$ cat config.mk
export PLATFORM = sky130hd
export DESIGN_NAME = rpn_expression_evaluator_unit
export DESIGN_NICKNAME = d
export VERILOG_FILES = /design/src/hdl/rpn_pkg.sv /design/src/hdl/rpn_ram.sv /design/src/hdl/rpn_muldiv.sv /design/src/hdl/rpn_expression_evaluator_unit.sv
export SDC_FILE = /design/constraint.sdc
export NUM_CORES = 2
export LEC_CHECK = 0
export ABC_AREA = 1
export BUFFER_PORTS_ARGS = -buffer_cell sky130_fd_sc_hd__buf_2
export CAP_MARGIN = 0
export CORE_MARGIN = 2
export CORE_UTILIZATION = 40
export DETAILED_ROUTE_END_ITERATION = 6
export PLACE_DENSITY = 0.53
export SLEW_MARGIN = 20
export SYNTH_ARGS = -nofsm -noshare
export SYNTH_HDL_FRONTEND = slang
export SYNTH_HIERARCHICAL = 1
export SYNTH_SLANG_ARGS = --single-unit
$ cat constraint.sdc
create_clock -name clock -period 7.9 [get_ports clock]
set_input_delay 0.395 -clock clock [delete_from_list [all_inputs] [get_ports clock]]
set_output_delay 0.395 -clock clock [all_outputs]
set_load 0.03 [all_outputs]
$ cat src/hdl/rpn_pkg.sv
package rpn_pkg;

   // Result status codes, one for each check that can fail.
   localparam logic [3:0] ST_OK     = 4'd0;
   localparam logic [3:0] ST_EDGE   = 4'd1;
   localparam logic [3:0] ST_START  = 4'd2;
   localparam logic [3:0] ST_ENDDIG = 4'd3;
   localparam logic [3:0] ST_BADCH  = 4'd4;
   localparam logic [3:0] ST_UNSEP  = 4'd5;
   localparam logic [3:0] ST_FEW    = 4'd6;
   localparam logic [3:0] ST_DIV0   = 4'd7;
   localparam logic [3:0] ST_LEFT   = 4'd8;
   localparam logic [3:0] ST_OVF    = 4'd9;

   localparam logic [7:0] CH_PLUS  = 8'h2B;
   localparam logic [7:0] CH_MINUS = 8'h2D;
   localparam logic [7:0] CH_STAR  = 8'h2A;
   localparam logic [7:0] CH_SLASH = 8'h2F;
   localparam logic [7:0] CH_SPACE = 8'h20;
   localparam logic [7:0] CH_ZERO  = 8'h30;
   localparam logic [7:0] CH_NINE  = 8'h39;
   localparam logic [7:0] CH_TAB   = 8'h09;
   localparam logic [7:0] CH_CR    = 8'h0D;

   localparam int unsigned DATA_W = 32;

   // Request to the shared multiply/divide unit.
   typedef struct packed {
      logic              start;
      logic              is_div;
      logic [DATA_W-1:0] a;
      logic [DATA_W-1:0] b;
   } md_req_type;

   // Answer from the multiply/divide unit; done is a one-cycle pulse.
   typedef struct packed {
      logic              done;
      logic [DATA_W-1:0] result;
   } md_rsp_type;

   function automatic logic is_digit(input logic [7:0] c);
      return (c >= CH_ZERO) && (c <= CH_NINE);
   endfunction

   function automatic logic is_op(input logic [7:0] c);
      return (c == CH_PLUS) || (c == CH_MINUS) || (c == CH_STAR) || (c == CH_SLASH);
   endfunction

   function automatic logic is_ws(input logic [7:0] c);
      return (c == CH_SPACE) || ((c >= CH_TAB) && (c <= CH_CR));
   endfunction

endpackage

$ cat src/hdl/rpn_ram.sv
module rpn_ram #(
   parameter int unsigned WIDTH = 32,
   parameter int unsigned DEPTH = 32
) (
   input  logic                     clock,
   input  logic                     wr_en,
   input  logic [$clog2(DEPTH)-1:0] wr_addr,
   input  logic [WIDTH-1:0]         wr_data,
   input  logic                     rd_en,
   input  logic [$clog2(DEPTH)-1:0] rd_addr,
   output logic [WIDTH-1:0]         rd_data
);

   logic [WIDTH-1:0] mem_ff [DEPTH];
   logic [WIDTH-1:0] rd_data_ff;

   always_ff @(posedge clock) begin
      if (wr_en) begin
         mem_ff[wr_addr] <= wr_data;
      end
      if (rd_en) begin
         rd_data_ff <= mem_ff[rd_addr];
      end
   end

   assign rd_data = rd_data_ff;

endmodule

$ cat src/hdl/rpn_muldiv.sv
module rpn_muldiv (
   input  logic                clock,
   input  logic                reset,
   input  rpn_pkg::md_req_type md_req,
   output rpn_pkg::md_rsp_type md_rsp
);

   typedef enum logic [1:0] {
      MD_IDLE,
      MD_RUN,
      MD_FIX
   } md_state_type;

   md_state_type state_ff;
   logic         is_div_ff;
   logic         neg_ff;
   logic [31:0]  ma_ff;
   logic [31:0]  mb_ff;
   logic [31:0]  acc_ff;
   logic [31:0]  rem_ff;
   logic [4:0]   cnt_ff;
   logic         done_ff;
   logic [31:0]  result_ff;

   logic [31:0]  abs_a;
   logic [31:0]  abs_b;
   logic [32:0]  shifted;
   logic [33:0]  trial;

   always_comb begin
      abs_a   = md_req.a[31] ? (32'd0 - md_req.a) : md_req.a;
      abs_b   = md_req.b[31] ? (32'd0 - md_req.b) : md_req.b;
      shifted = {rem_ff, ma_ff[31]};
      trial   = {1'b0, shifted} - {2'b00, mb_ff};
   end

   // Multiply: shift-add, one multiplier bit per cycle.
   // Divide: restoring division on magnitudes, one quotient bit per cycle.
   always_ff @(posedge clock) begin
      if (reset) begin
         state_ff <= MD_IDLE;
         cnt_ff   <= '0;
         done_ff  <= 1'b0;
      end else begin
         done_ff <= 1'b0;
         unique case (state_ff)
            MD_IDLE: begin
               if (md_req.start) begin
                  is_div_ff <= md_req.is_div;
                  neg_ff    <= md_req.a[31] ^ md_req.b[31];
                  ma_ff     <= md_req.is_div ? abs_a : md_req.a;
                  mb_ff     <= md_req.is_div ? abs_b : md_req.b;
                  acc_ff    <= '0;
                  rem_ff    <= '0;
                  cnt_ff    <= '0;
                  state_ff  <= MD_RUN;
               end
            end
            MD_RUN: begin
               if (is_div_ff) begin
                  if (!trial[33]) begin
                     rem_ff <= trial[31:0];
                     acc_ff <= {acc_ff[30:0], 1'b1};
                  end else begin
                     rem_ff <= shifted[31:0];
                     acc_ff <= {acc_ff[30:0], 1'b0};
                  end
               end else begin
                  if (mb_ff[0]) begin
                     acc_ff <= acc_ff + ma_ff;
                  end
                  mb_ff <= {1'b0, mb_ff[31:1]};
               end
               ma_ff  <= {ma_ff[30:0], 1'b0};
               cnt_ff <= cnt_ff + 5'd1;
               if (cnt_ff == 5'd31) begin
                  state_ff <= MD_FIX;
               end
            end
            MD_FIX: begin
               result_ff <= (is_div_ff && neg_ff) ? (32'd0 - acc_ff) : acc_ff;
               done_ff   <= 1'b1;
               state_ff  <= MD_IDLE;
            end
            default: begin
               state_ff <= MD_IDLE;
            end
         endcase
      end
   end

   assign md_rsp.done   = done_ff;
   assign md_rsp.result = result_ff;

endmodule

$ cat src/hdl/rpn_expression_evaluator_unit.sv
// Reverse Polish notation evaluator. The expression arrives on the req_ channel one ASCII
// character per item, with req_tlast on its final character; digits push 0..9, and the
// operators + - * / pop two values and push the 32-bit wrapped result (division truncates
// toward zero). One result item leaves on the rsp_ channel for each expression, after its
// last character: the value (zero unless the status is ok) and a status code. Edge space, bad
// start and ends digit are checked first, in that order; next comes the earliest error found
// among bad character, unseparated characters, too few operands, divide by zero and stack
// overflow; leftover operands is checked last. A character is executed only when the
// following one has arrived. The block takes no new character until it is through with the
// last one, and the final character of an expression also waits for the result register to
// empty. * and / run on a shared shift-and-add / restoring-divide unit that produces one
// bit per cycle, while the block waits for it. The operand stack lives in a
// single-port-write, registered-read RAM of STACK_DEPTH words, with the top of stack held
// in a register; the stack needs no clearing after reset because only entries below the
// stack count are ever read. The stack state is cleared after every expression. The last
// item's result sits in an output register, and the next expression is taken in while it
// waits to be collected.
module rpn_expression_evaluator_unit #(
   parameter int unsigned STACK_DEPTH = 32
) (
   input  logic        clock,
   input  logic        reset,
   input  logic        req_tvalid,
   output logic        req_tready,
   input  logic [7:0]  req_tdata,   // [7:0] character
   input  logic        req_tlast,   // is_last
   output logic        rsp_tvalid,
   input  logic        rsp_tready,
   output logic [39:0] rsp_tdata    // [31:0] value, [35:32] status, [39:36] zero
);

   localparam int unsigned CNT_W  = $clog2(STACK_DEPTH + 1);
   localparam int unsigned ADDR_W = $clog2(STACK_DEPTH);

   typedef enum logic [2:0] {
      S_IDLE,
      S_CHECK,
      S_EXEC,
      S_READ,
      S_WAIT,
      S_POST,
      S_LAST,
      S_FINAL
   } state_type;

   state_type        state_ff;
   logic [7:0]       char_ff;
   logic             last_ff;
   logic [7:0]       pending_ff;
   logic             pending_valid_ff;
   logic [7:0]       first_ff;
   logic [3:0]       err_ff;
   logic [CNT_W-1:0] count_ff;
   logic [31:0]      tos_ff;
   logic [7:0]       exec_ff;
   logic             phase_ff;   // set while executing the final character
   logic             rsp_valid_ff;
   logic [31:0]      rsp_value_ff;
   logic [3:0]       rsp_status_ff;

   logic             ram_wr_en;
   logic [ADDR_W-1:0] ram_wr_addr;
   logic             ram_rd_en;
   logic [ADDR_W-1:0] ram_rd_addr;
   logic [31:0]      ram_rd_data;

   logic [CNT_W-1:0] count_m1;
   logic [CNT_W-1:0] count_m2;
   logic             stack_full;
   logic             stack_few;
   logic             exec_digit;
   logic             exec_op;
   logic [31:0]      digit_value;
   logic [31:0]      sum;
   logic [31:0]      diff;
   logic             slot_free;
   logic [3:0]       final_status;
   state_type        after_exec;

   rpn_pkg::md_req_type md_req;
   rpn_pkg::md_rsp_type md_rsp;

   always_comb begin
      count_m1    = count_ff - CNT_W'(1);
      count_m2    = count_ff - CNT_W'(2);
      stack_full  = (count_ff == CNT_W'(STACK_DEPTH));
      stack_few   = (count_ff < CNT_W'(2));
      exec_digit  = rpn_pkg::is_digit(exec_ff);
      exec_op     = rpn_pkg::is_op(exec_ff);
      digit_value = {24'd0, exec_ff - rpn_pkg::CH_ZERO};
      sum         = ram_rd_data + tos_ff;
      diff        = ram_rd_data - tos_ff;
      slot_free   = !rsp_valid_ff || rsp_tready;
      after_exec  = phase_ff ? S_FINAL : S_POST;

      // A push spills the old top of stack into the RAM; an operator fetches the
      // entry below the top. The sequencer never reads an entry in the cycle it is
      // written, so no forwarding is needed.
      ram_wr_en   = (state_ff == S_EXEC) && exec_digit && !stack_full
                    && (count_ff != '0);
      ram_wr_addr = count_m1[ADDR_W-1:0];
      ram_rd_en   = (state_ff == S_EXEC) && exec_op && !stack_few;
      ram_rd_addr = count_m2[ADDR_W-1:0];

      md_req.start  = (state_ff == S_READ)
                      && ((exec_ff == rpn_pkg::CH_STAR)
                          || ((exec_ff == rpn_pkg::CH_SLASH) && (tos_ff != '0)));
      md_req.is_div = (exec_ff == rpn_pkg::CH_SLASH);
      md_req.a      = ram_rd_data;
      md_req.b      = tos_ff;

      priority if (rpn_pkg::is_ws(first_ff) || rpn_pkg::is_ws(char_ff)) begin
         final_status = rpn_pkg::ST_EDGE;
      end else if (!rpn_pkg::is_digit(first_ff)) begin
         final_status = rpn_pkg::ST_START;
      end else if (rpn_pkg::is_digit(char_ff)) begin
         final_status = rpn_pkg::ST_ENDDIG;
      end else if (err_ff != rpn_pkg::ST_OK) begin
         final_status = err_ff;
      end else if (count_ff != CNT_W'(1)) begin
         final_status = rpn_pkg::ST_LEFT;
      end else begin
         final_status = rpn_pkg::ST_OK;
      end
   end

   rpn_ram #(
      .WIDTH (32),
      .DEPTH (STACK_DEPTH)
   ) u_stack (
      .clock   (clock),
      .wr_en   (ram_wr_en),
      .wr_addr (ram_wr_addr),
      .wr_data (tos_ff),
      .rd_en   (ram_rd_en),
      .rd_addr (ram_rd_addr),
      .rd_data (ram_rd_data)
   );

   rpn_muldiv u_muldiv (
      .clock  (clock),
      .reset  (reset),
      .md_req (md_req),
      .md_rsp (md_rsp)
   );

   always_ff @(posedge clock) begin
      if (reset) begin
         state_ff         <= S_IDLE;
         pending_ff       <= '0;
         pending_valid_ff <= 1'b0;
         first_ff         <= '0;
         err_ff           <= rpn_pkg::ST_OK;
         count_ff         <= '0;
         phase_ff         <= 1'b0;
         rsp_valid_ff     <= 1'b0;
      end else begin
         // The final step loads the result register itself, so the clear is left to it there.
         if (rsp_valid_ff && rsp_tready && (state_ff != S_FINAL)) begin
            rsp_valid_ff <= 1'b0;
         end
         unique case (state_ff)
            S_IDLE: begin
               if (req_tvalid) begin
                  char_ff  <= req_tdata;
                  last_ff  <= req_tlast;
                  state_ff <= S_CHECK;
               end
            end
            S_CHECK: begin
               // Separation check of the held character against the new one
               // comes before the held character is executed.
               if (!pending_valid_ff) begin
                  first_ff <= char_ff;
               end
               phase_ff <= 1'b0;
               exec_ff  <= pending_ff;
               if ((err_ff == rpn_pkg::ST_OK) && pending_valid_ff) begin
                  if ((pending_ff != rpn_pkg::CH_SPACE) && (char_ff != rpn_pkg::CH_SPACE)) begin
                     err_ff   <= rpn_pkg::ST_UNSEP;
                     state_ff <= S_POST;
                  end else begin
                     state_ff <= S_EXEC;
                  end
               end else begin
                  state_ff <= S_POST;
               end
            end
            S_EXEC: begin
               if (exec_digit) begin
                  if (stack_full) begin
                     err_ff <= rpn_pkg::ST_OVF;
                  end else begin
                     tos_ff   <= digit_value;
                     count_ff <= count_ff + CNT_W'(1);
                  end
                  state_ff <= after_exec;
               end else if (exec_op) begin
                  if (stack_few) begin
                     err_ff   <= rpn_pkg::ST_FEW;
                     state_ff <= after_exec;
                  end else begin
                     state_ff <= S_READ;
                  end
               end else begin
                  state_ff <= after_exec;
               end
            end
            S_READ: begin
               // Second operand from the RAM is valid now; top of stack is tos_ff.
               if (exec_ff == rpn_pkg::CH_PLUS) begin
                  tos_ff   <= sum;
                  count_ff <= count_m1;
                  state_ff <= after_exec;
               end else if (exec_ff == rpn_pkg::CH_MINUS) begin
                  tos_ff   <= diff;
                  count_ff <= count_m1;
                  state_ff <= after_exec;
               end else if ((exec_ff == rpn_pkg::CH_SLASH) && (tos_ff == '0)) begin
                  err_ff   <= rpn_pkg::ST_DIV0;
                  state_ff <= after_exec;
               end else begin
                  state_ff <= S_WAIT;
               end
            end
            S_WAIT: begin
               if (md_rsp.done) begin
                  tos_ff   <= md_rsp.result;
                  count_ff <= count_m1;
                  state_ff <= after_exec;
               end
            end
            S_POST: begin
               if ((err_ff == rpn_pkg::ST_OK) && !rpn_pkg::is_digit(char_ff)
                   && !rpn_pkg::is_op(char_ff) && (char_ff != rpn_pkg::CH_SPACE)) begin
                  err_ff <= rpn_pkg::ST_BADCH;
               end
               pending_ff       <= char_ff;
               pending_valid_ff <= 1'b1;
               state_ff         <= last_ff ? S_LAST : S_IDLE;
            end
            S_LAST: begin
               phase_ff <= 1'b1;
               exec_ff  <= char_ff;
               state_ff <= (err_ff == rpn_pkg::ST_OK) ? S_EXEC : S_FINAL;
            end
            S_FINAL: begin
               if (slot_free) begin
                  rsp_valid_ff     <= 1'b1;
                  rsp_status_ff    <= final_status;
                  rsp_value_ff     <= (final_status == rpn_pkg::ST_OK) ? tos_ff : '0;
                  count_ff         <= '0;
                  pending_ff       <= '0;
                  pending_valid_ff <= 1'b0;
                  first_ff         <= '0;
                  err_ff           <= rpn_pkg::ST_OK;
                  phase_ff         <= 1'b0;
                  state_ff         <= S_IDLE;
               end
            end
            default: begin
               state_ff <= S_IDLE;
            end
         endcase
      end
   end

   assign req_tready = (state_ff == S_IDLE);
   assign rsp_tvalid = rsp_valid_ff;
   assign rsp_tdata  = {4'd0, rsp_status_ff, rsp_value_ff};

   // A result item appears only from the final step of an expression.
   a_rsp_from_final: assert property (@(posedge clock) disable iff (reset)
      $rose(rsp_valid_ff) |-> $past(state_ff == S_FINAL))
      else $error("result raised outside the final step");

   // The stack count never passes the stack depth.
   a_count_bound: assert property (@(posedge clock) disable iff (reset)
      count_ff <= CNT_W'(STACK_DEPTH))
      else $error("stack count beyond depth");

   // The multiply/divide unit only answers while the sequencer waits for it.
   a_md_done_in_wait: assert property (@(posedge clock) disable iff (reset)
      md_rsp.done |-> (state_ff == S_WAIT))
      else $error("multiply/divide result outside wait step");

   // An erroneous result carries a zero value.
   a_err_value_zero: assert property (@(posedge clock) disable iff (reset)
      (rsp_valid_ff && (rsp_status_ff != rpn_pkg::ST_OK)) |-> (rsp_value_ff == '0))
      else $error("nonzero value with error status");

endmodule
Yosys cells after proc, flatten, opt, wreduce, memory -nomap -nowiden --
Memories as Yosys holds them, arrays and structs flattened. A register that Yosys moved wholly into a read port is not among the register bits. Cells that the tools add are included.
Cells by class: reduce and logical (&&, ||, !) cells 71, eq/ne operators 46, bitwise gates (word level) 2, order comparisons 11, add/subtract/negate cells 12, multiplexer cells 82
Operators by type and width (number):
- $mux W32 | 18
- $pmux W32 S2 | 4
- $pmux W32 S3 | 1
- $sub A1 B32 Y32 const A | 3
- $eq A8 B6 Y1 const B | 10
- $add A32 B32 Y32 | 2
- $mux W4 | 16
- $pmux W8 S2 | 3
- $mux W6 | 6
- $sub A33 B32 Y34 | 1
- $logic_not A32 Y1 | 1
- $reduce_bool A32 Y1 | 1
- $sub A32 B32 Y32 | 1
- $mux W3 | 10
- $ge A8 B6 Y1 const B | 3
- $le A8 B6 Y1 const B | 3
- $ne A2 B2 Y1 const B | 12
- $pmux W3 S8 | 1
- $pmux W6 S4 | 1
- $logic_and A1 B1 Y1 | 21
- $pmux W4 S5 | 1
- $reduce_and A3 Y1 | 6
- $ge A8 B4 Y1 const B | 2
- $le A8 B4 Y1 const B | 2
- other kinds (43) | 95
Word-level totals: logic and storage cells 249, memories kept 1, output and inout bits 42, bits in writable memories 1024, input bits 13, register bits after elaboration 287
Memory list:
- u_stack.mem_ff | words 32, width 32, rd ports 1, clocked after Yosys merged registers in 1, write ports 1, line rpn_ram.sv:14 | logic [WIDTH-1:0] mem_ff [DEPTH];

Depth between registers and ports, before layout --
depth after elaboration 9, mapped depth 22, mapped depth without buffers 22

Cells and area by module --
Netlist, hierarchy kept.
By module, submodules not included:
- rpn_ram | area each 42726.0 um^2, times used 1, seq. area each 31710.4 um^2, cells an instance 3536
- rpn_muldiv | area each 14498.9 um^2, times used 1, seq. area each 5024.8 um^2, cells an instance 2166
- rpn_expression_evaluator_unit | area each 8209.1 um^2, times used 1, seq. area each 3193.1 um^2, cells an instance 1108

Worst setup path before layout --
OpenSTA, ideal clock, no wires.
path type reg2reg, start point register tos_ff[0], end point register u_muldiv.acc_ff[0], enable pin, data required time 7.512 ns, stages on the path, launching flop included 17, library setup time 0.388 ns, period minus slack after synthesis 6.375 ns, arrival 5.987 ns, slack 1.525 ns, cells stage by stage edfxtp_1 > inv_1 > ha_1 > nand2_1 > nor2_1 > nand3_1 > nor2_1 > nand2_1 > o31ai_1 > a21oi_1 > nand2_1 > inv_1 > nor2_1 > nor2_1 > inv_1 > a21oi_1 > a21o_1
RTL lines:
- start: declaration | line rpn_expression_evaluator_unit.sv:54 | logic [31:0] tos_ff;
- start signal: assignment | line rpn_expression_evaluator_unit.sv:194 | tos_ff <= digit_value;
- start signal: assignment | line rpn_expression_evaluator_unit.sv:212 | tos_ff <= sum;
- start signal: assignment | line rpn_expression_evaluator_unit.sv:216 | tos_ff <= diff;
- end signal: assignment | line rpn_muldiv.sv:63 | acc_ff <= {acc_ff[30:0], 1'b1};
- end signal: assignment | line rpn_muldiv.sv:66 | acc_ff <= {acc_ff[30:0], 1'b0};
- end signal: assignment | line rpn_muldiv.sv:70 | acc_ff <= acc_ff + ma_ff;
- end: declaration | line rpn_muldiv.sv:19 | logic [31:0] acc_ff;

==> impl_summary.log <==
[metrics] combined area of all synthesized cells: 65,400 µm²
[metrics] final number of max-transition violations: 0
[metrics] leakage: 28.6 nW
[metrics] kind of critical path: reg -> reg
[metrics] data arrival time of the critical path: 5.56 ns
[metrics] Post-Synth XOR/XNOR Area: 1.71%
[metrics] count of flip-flops with a built-in enable after synthesis: 1,303
[metrics] count of input and output buffers: 50
[metrics] fraction of the mapped netlist area in compound gates: under 10%
[metrics] part of the power in the clock network: about a third
[metrics] dominant cells by area after synthesis: sky130_fd_sc_hd__edfxtp_1 60%, sky130_fd_sc_hd__nand2_1 14%, sky130_fd_sc_hd__nand3_1 7.4%, sky130_fd_sc_hd__inv_1 2.8%, sky130_fd_sc_hd__nor2_1 2.5%
[metrics] endpoint of the lowest-slack register-to-register path: u_muldiv/acc_ff[23]$_SDFFCE_PN0P_
[metrics] number of global-route vias before repair: 45,368
[metrics] clock-pin transition on the worst setup and hold timing paths: 0.06 ns
[metrics] Total Wirelength: around 200,000 µm
[metrics] total global routing overflow: 0
[metrics] Pwr per Cell Area: 295 nW/µm²
[metrics] Post-DRT Antenna Nets: 0
[metrics] Worst IR Drop VDD: around 0.26 mV
[metrics] maximum fanout along the worst path: 34
[metrics] number of placed instances, taps included: 8,849
[metrics] Peak Freq: 197 MHz
[metrics] Final Net Count: 6,974
[metrics] share of power burned in registers: 38.3%
[metrics] internal power contribution: 13.5 mW
[metrics] ratio of final minimum period to clock period: 64.2%
[metrics] number of antenna violations at the first check in global routing: 10
[metrics] final-report hold violation count: 0
[metrics] global routing usage summed across all routing layers: 24.2%
[metrics] Synth cell types: 62
[metrics] adder and majority gate portion of the synthesized area: 2.31%
[metrics] worst endpoint required time: about 8.4 ns
[metrics] TritonCTS clock tree: done
[metrics] number of rows created at floorplan: 148
[metrics] warning count from the yosys run: 6
[metrics] Worst setup endpoint: u_muldiv/acc_ff[23]$_SDFFCE_PN0P_
[metrics] number of cells on the worst reg-to-reg path: 19
[metrics] Placement Cell Area: 67,700 µm²
[metrics] width of the chip: 408 µm
[metrics] Slew HR: 25.2%
[metrics] Sw Ratio: 37.2%
[metrics] CTS sink cnt: ~1,300
[metrics] multiplexer fraction of the synthesized cell area: 0%
[metrics] clock latency on the worst-skew pair: 0.79 ns
[metrics] maximum clock skew at final layout: 0.0255 ns
[metrics] start point of the critical path: tos_ff[0]$_DFFE_PP_
[metrics] switching power: 7.97 mW
[metrics] min-delay worst type: in -> reg
[metrics] DP Wirelength: about 130,000 µm
[metrics] post-route cell area: roughly 73,000 µm²
[metrics] DRC errors left: 0
[metrics] setup total negative slack: 0 ns
[metrics] post-layout utilization of the core: ~45%
[metrics] post-cts resize count: 0
[metrics] Cells after Synth: a little under 7,000
[metrics] area of the core: 163,000 µm²
[metrics] Detailed Route Iter0 Violations: 4,467
[metrics] largest area contributor in the synthesized netlist: sky130_fd_sc_hd__edfxtp_1
[metrics] worst hold start: req_tvalid
[metrics] worst reg2reg startpoint: tos_ff[0]$_DFFE_PP_
[metrics] Synth async-reset ratio: 0%
[metrics] largest family of logic cells by synthesized area: simple AND/OR/NAND/NOR gates
[metrics] number of standard cells in the final layout excluding fillers: 9,133
[metrics] largest net degree at the start of global routing: 263
[metrics] kind of launch point of the worst setup path: flip-flop
[metrics] post-route minimum period: 5.07 ns
[metrics] Yosys top cell area share: 59.8%
[metrics] Detailed Routing Iterations Pass 1: 6
[metrics] Max Cap Violations: 0
[metrics] Worst Setup End Kind: flip-flop
[metrics] area enclosed by the die boundary: about 170,000 µm²
[metrics] Avg Cell Area, Syn: 9.61 µm²
[metrics] setup repair after global routing missed its margin: no
[metrics] transition time at the pin with the least slew margin: 1.12 ns
[metrics] drt via density: 5.32
[metrics] gpl congestion: 0.927
[metrics] total CTS buffers: 152
[metrics] Initial Util: 40.2%
[metrics] run status: finished, final reports clean
[metrics] Top-Level Pins: 55
[metrics] synthesized flop and latch total: between 1,000 and 1,500
[metrics] Vias: ~49,000
[metrics] Clock Root Buffer: sky130_fd_sc_hd__clkbuf_16
[metrics] routed length per placed instance: ~22 µm
[metrics] synth-to-layout area growth: 10.9%
[metrics] fraction of the mapped netlist area in simple logic gates: between 20% and 30%
[metrics] y dimension of the die: 408 µm
[metrics] r2r setup slk: between 2 and 3 ns
[metrics] most frequently used cell type in the post-synthesis netlist: sky130_fd_sc_hd__nand2_1
[metrics] top flip-flop cell by instance count after synthesis: sky130_fd_sc_hd__edfxtp_1
[metrics] fraction of final layout cells sized beyond drive strength 1: 6.83%
[metrics] proportion of power drawn by combinational gates: 30.1%
[metrics] final count of negative-setup-slack endpoints: 0
[metrics] number of H-tree levels: 4
[metrics] commonest cells in the synthesized netlist: 2,432 x sky130_fd_sc_hd__nand2_1, 1,303 x sky130_fd_sc_hd__edfxtp_1, 974 x sky130_fd_sc_hd__nand3_1
[metrics] wire length of the first global-routing pass: about 300,000 µm
[metrics] largest buffer count on any clock path: 3
[metrics] part of the Yosys area used for sequential elements: 61.0%
cell families after synthesis:
| family | after synthesis |
|---|---|
| other cells | 1 |
| simple gates | 4025 |
| buf+inv | 806 |
| compound gates | 388 |
| xor+xnor | 128 |
| fa+ha+maj | 119 |
| flops | 1343 |
routing by layer:
metal	track usage [%]	wire length, µm	vias to the layer above
met5	0	41	-
met4	5.92	4420	6
met3	3.60	14500	266
met2	37.3	92100	1686
met1	35.7	93400	23657
li1	-	-	22975
layout make-up:
class	instances	area (µm²)
Antenna cell	1	2.50
Clock buffer	190	3960
Clock inverter	79	728
Fill cell	15767	90100
Inverter	520	2000
Multi-Input combinational cell	4664	22000
Sequential cell	1343	39900
Tap cell	2175	2720
Timing Repair Buffer	161	1210
power by group through the flow:
stage | Sequential [mW] | Clock, mW | Combinational (mW)
after floorplan | 8.40 | 0 | 4.02
after global placement | 8.36 | 0 | 6.43
after detailed placement | 8.36 | 0 | 6.43
after CTS | 8.22 | 6.90 | 6.46
after global routing | 8.21 | 7.17 | 7.03
final | 8.20 | 6.76 | 6.46
placed cells by master (no fill, tap or decap), types with 39 or more instances in the layout:
cell / count
sky130_fd_sc_hd__a21oi_1: 160
sky130_fd_sc_hd__buf_2: 50
sky130_fd_sc_hd__buf_4: 92
sky130_fd_sc_hd__clkbuf_16: 152
sky130_fd_sc_hd__dfxtp_1: 39
sky130_fd_sc_hd__edfxtp_1: 1303
sky130_fd_sc_hd__ha_1: 116
sky130_fd_sc_hd__inv_1: 493
sky130_fd_sc_hd__nand2_1: 2431
sky130_fd_sc_hd__nand3_1: 973
sky130_fd_sc_hd__nand4_1: 39
sky130_fd_sc_hd__nor2_1: 400
sky130_fd_sc_hd__nor3_1: 39
sky130_fd_sc_hd__o21ai_0: 154
sky130_fd_sc_hd__xor2_1: 102
worst min path at each step:
stage | endpoint | slack [ns] | cells after the start
2_1_floorplan | first_ff[7]$_SDFFE_PP0P_ | 0.44 | 2
3_3_place_gp | pending_ff[7]$_SDFFE_PP0P_ | 0.45 | 2
3_5_place_dp | first_ff[7]$_SDFFE_PP0P_ | 0.45 | 2
4_1_cts | state_ff[1]$_SDFFE_PP0P_ | 0.03 | 5
5_1_grt | state_ff[1]$_SDFFE_PP0P_ | 0.10 | 5
6_report | state_ff[1]$_SDFFE_PP0P_ | 0.11 | 5
registers in the layout, summed over array words and instances (netlist names), 32 cells and up:
register	cells
u_stack/rd_data	32
rsp_value_ff	32
u_muldiv/ma_ff	32
u_stack/mem_ff	1024
u_muldiv/mb_ff	32
u_muldiv/rem_ff	32
tos_ff	32
u_muldiv/acc_ff	32
u_muldiv/result_ff	32
repair_timing:
action,4_1_cts,5_1_grt
endpoints found under the hold margin,10,0
hold buffers,10,0
setup buffers,0,0
through the flow:
stage               hold WS (ns)  power, mW  worst slack, ns
floorplan                  0.438       12.4             1.53
global placement           0.451       14.8             2.64
detailed placement         0.454       14.8             2.53
CTS                       0.0275       21.6             2.51
global route               0.102       22.4             2.47
finish                     0.114       21.4             2.83
worst max-delay path: stages, from the launching register on:
cell                       delay, ns
sky130_fd_sc_hd__edfxtp_1       0.61
sky130_fd_sc_hd__inv_1          0.20
sky130_fd_sc_hd__ha_1           0.21
sky130_fd_sc_hd__nand2_1        0.08
sky130_fd_sc_hd__nor2_1         0.23
sky130_fd_sc_hd__nand3_1        0.21
sky130_fd_sc_hd__nor2_1         0.36
sky130_fd_sc_hd__nand2_1        0.18
sky130_fd_sc_hd__o31ai_1        0.60
sky130_fd_sc_hd__a21oi_1        0.19
sky130_fd_sc_hd__nand2_1        0.15
sky130_fd_sc_hd__inv_1          0.05
sky130_fd_sc_hd__nor2_1         0.32
sky130_fd_sc_hd__nor2_2         0.05
sky130_fd_sc_hd__buf_4          0.29
sky130_fd_sc_hd__inv_1          0.21
sky130_fd_sc_hd__a21oi_4        0.04
sky130_fd_sc_hd__buf_4          0.30
sky130_fd_sc_hd__a21o_1         0.22
sky130_fd_sc_hd__buf_4          0.25
(Power assumes the default switching activity.)
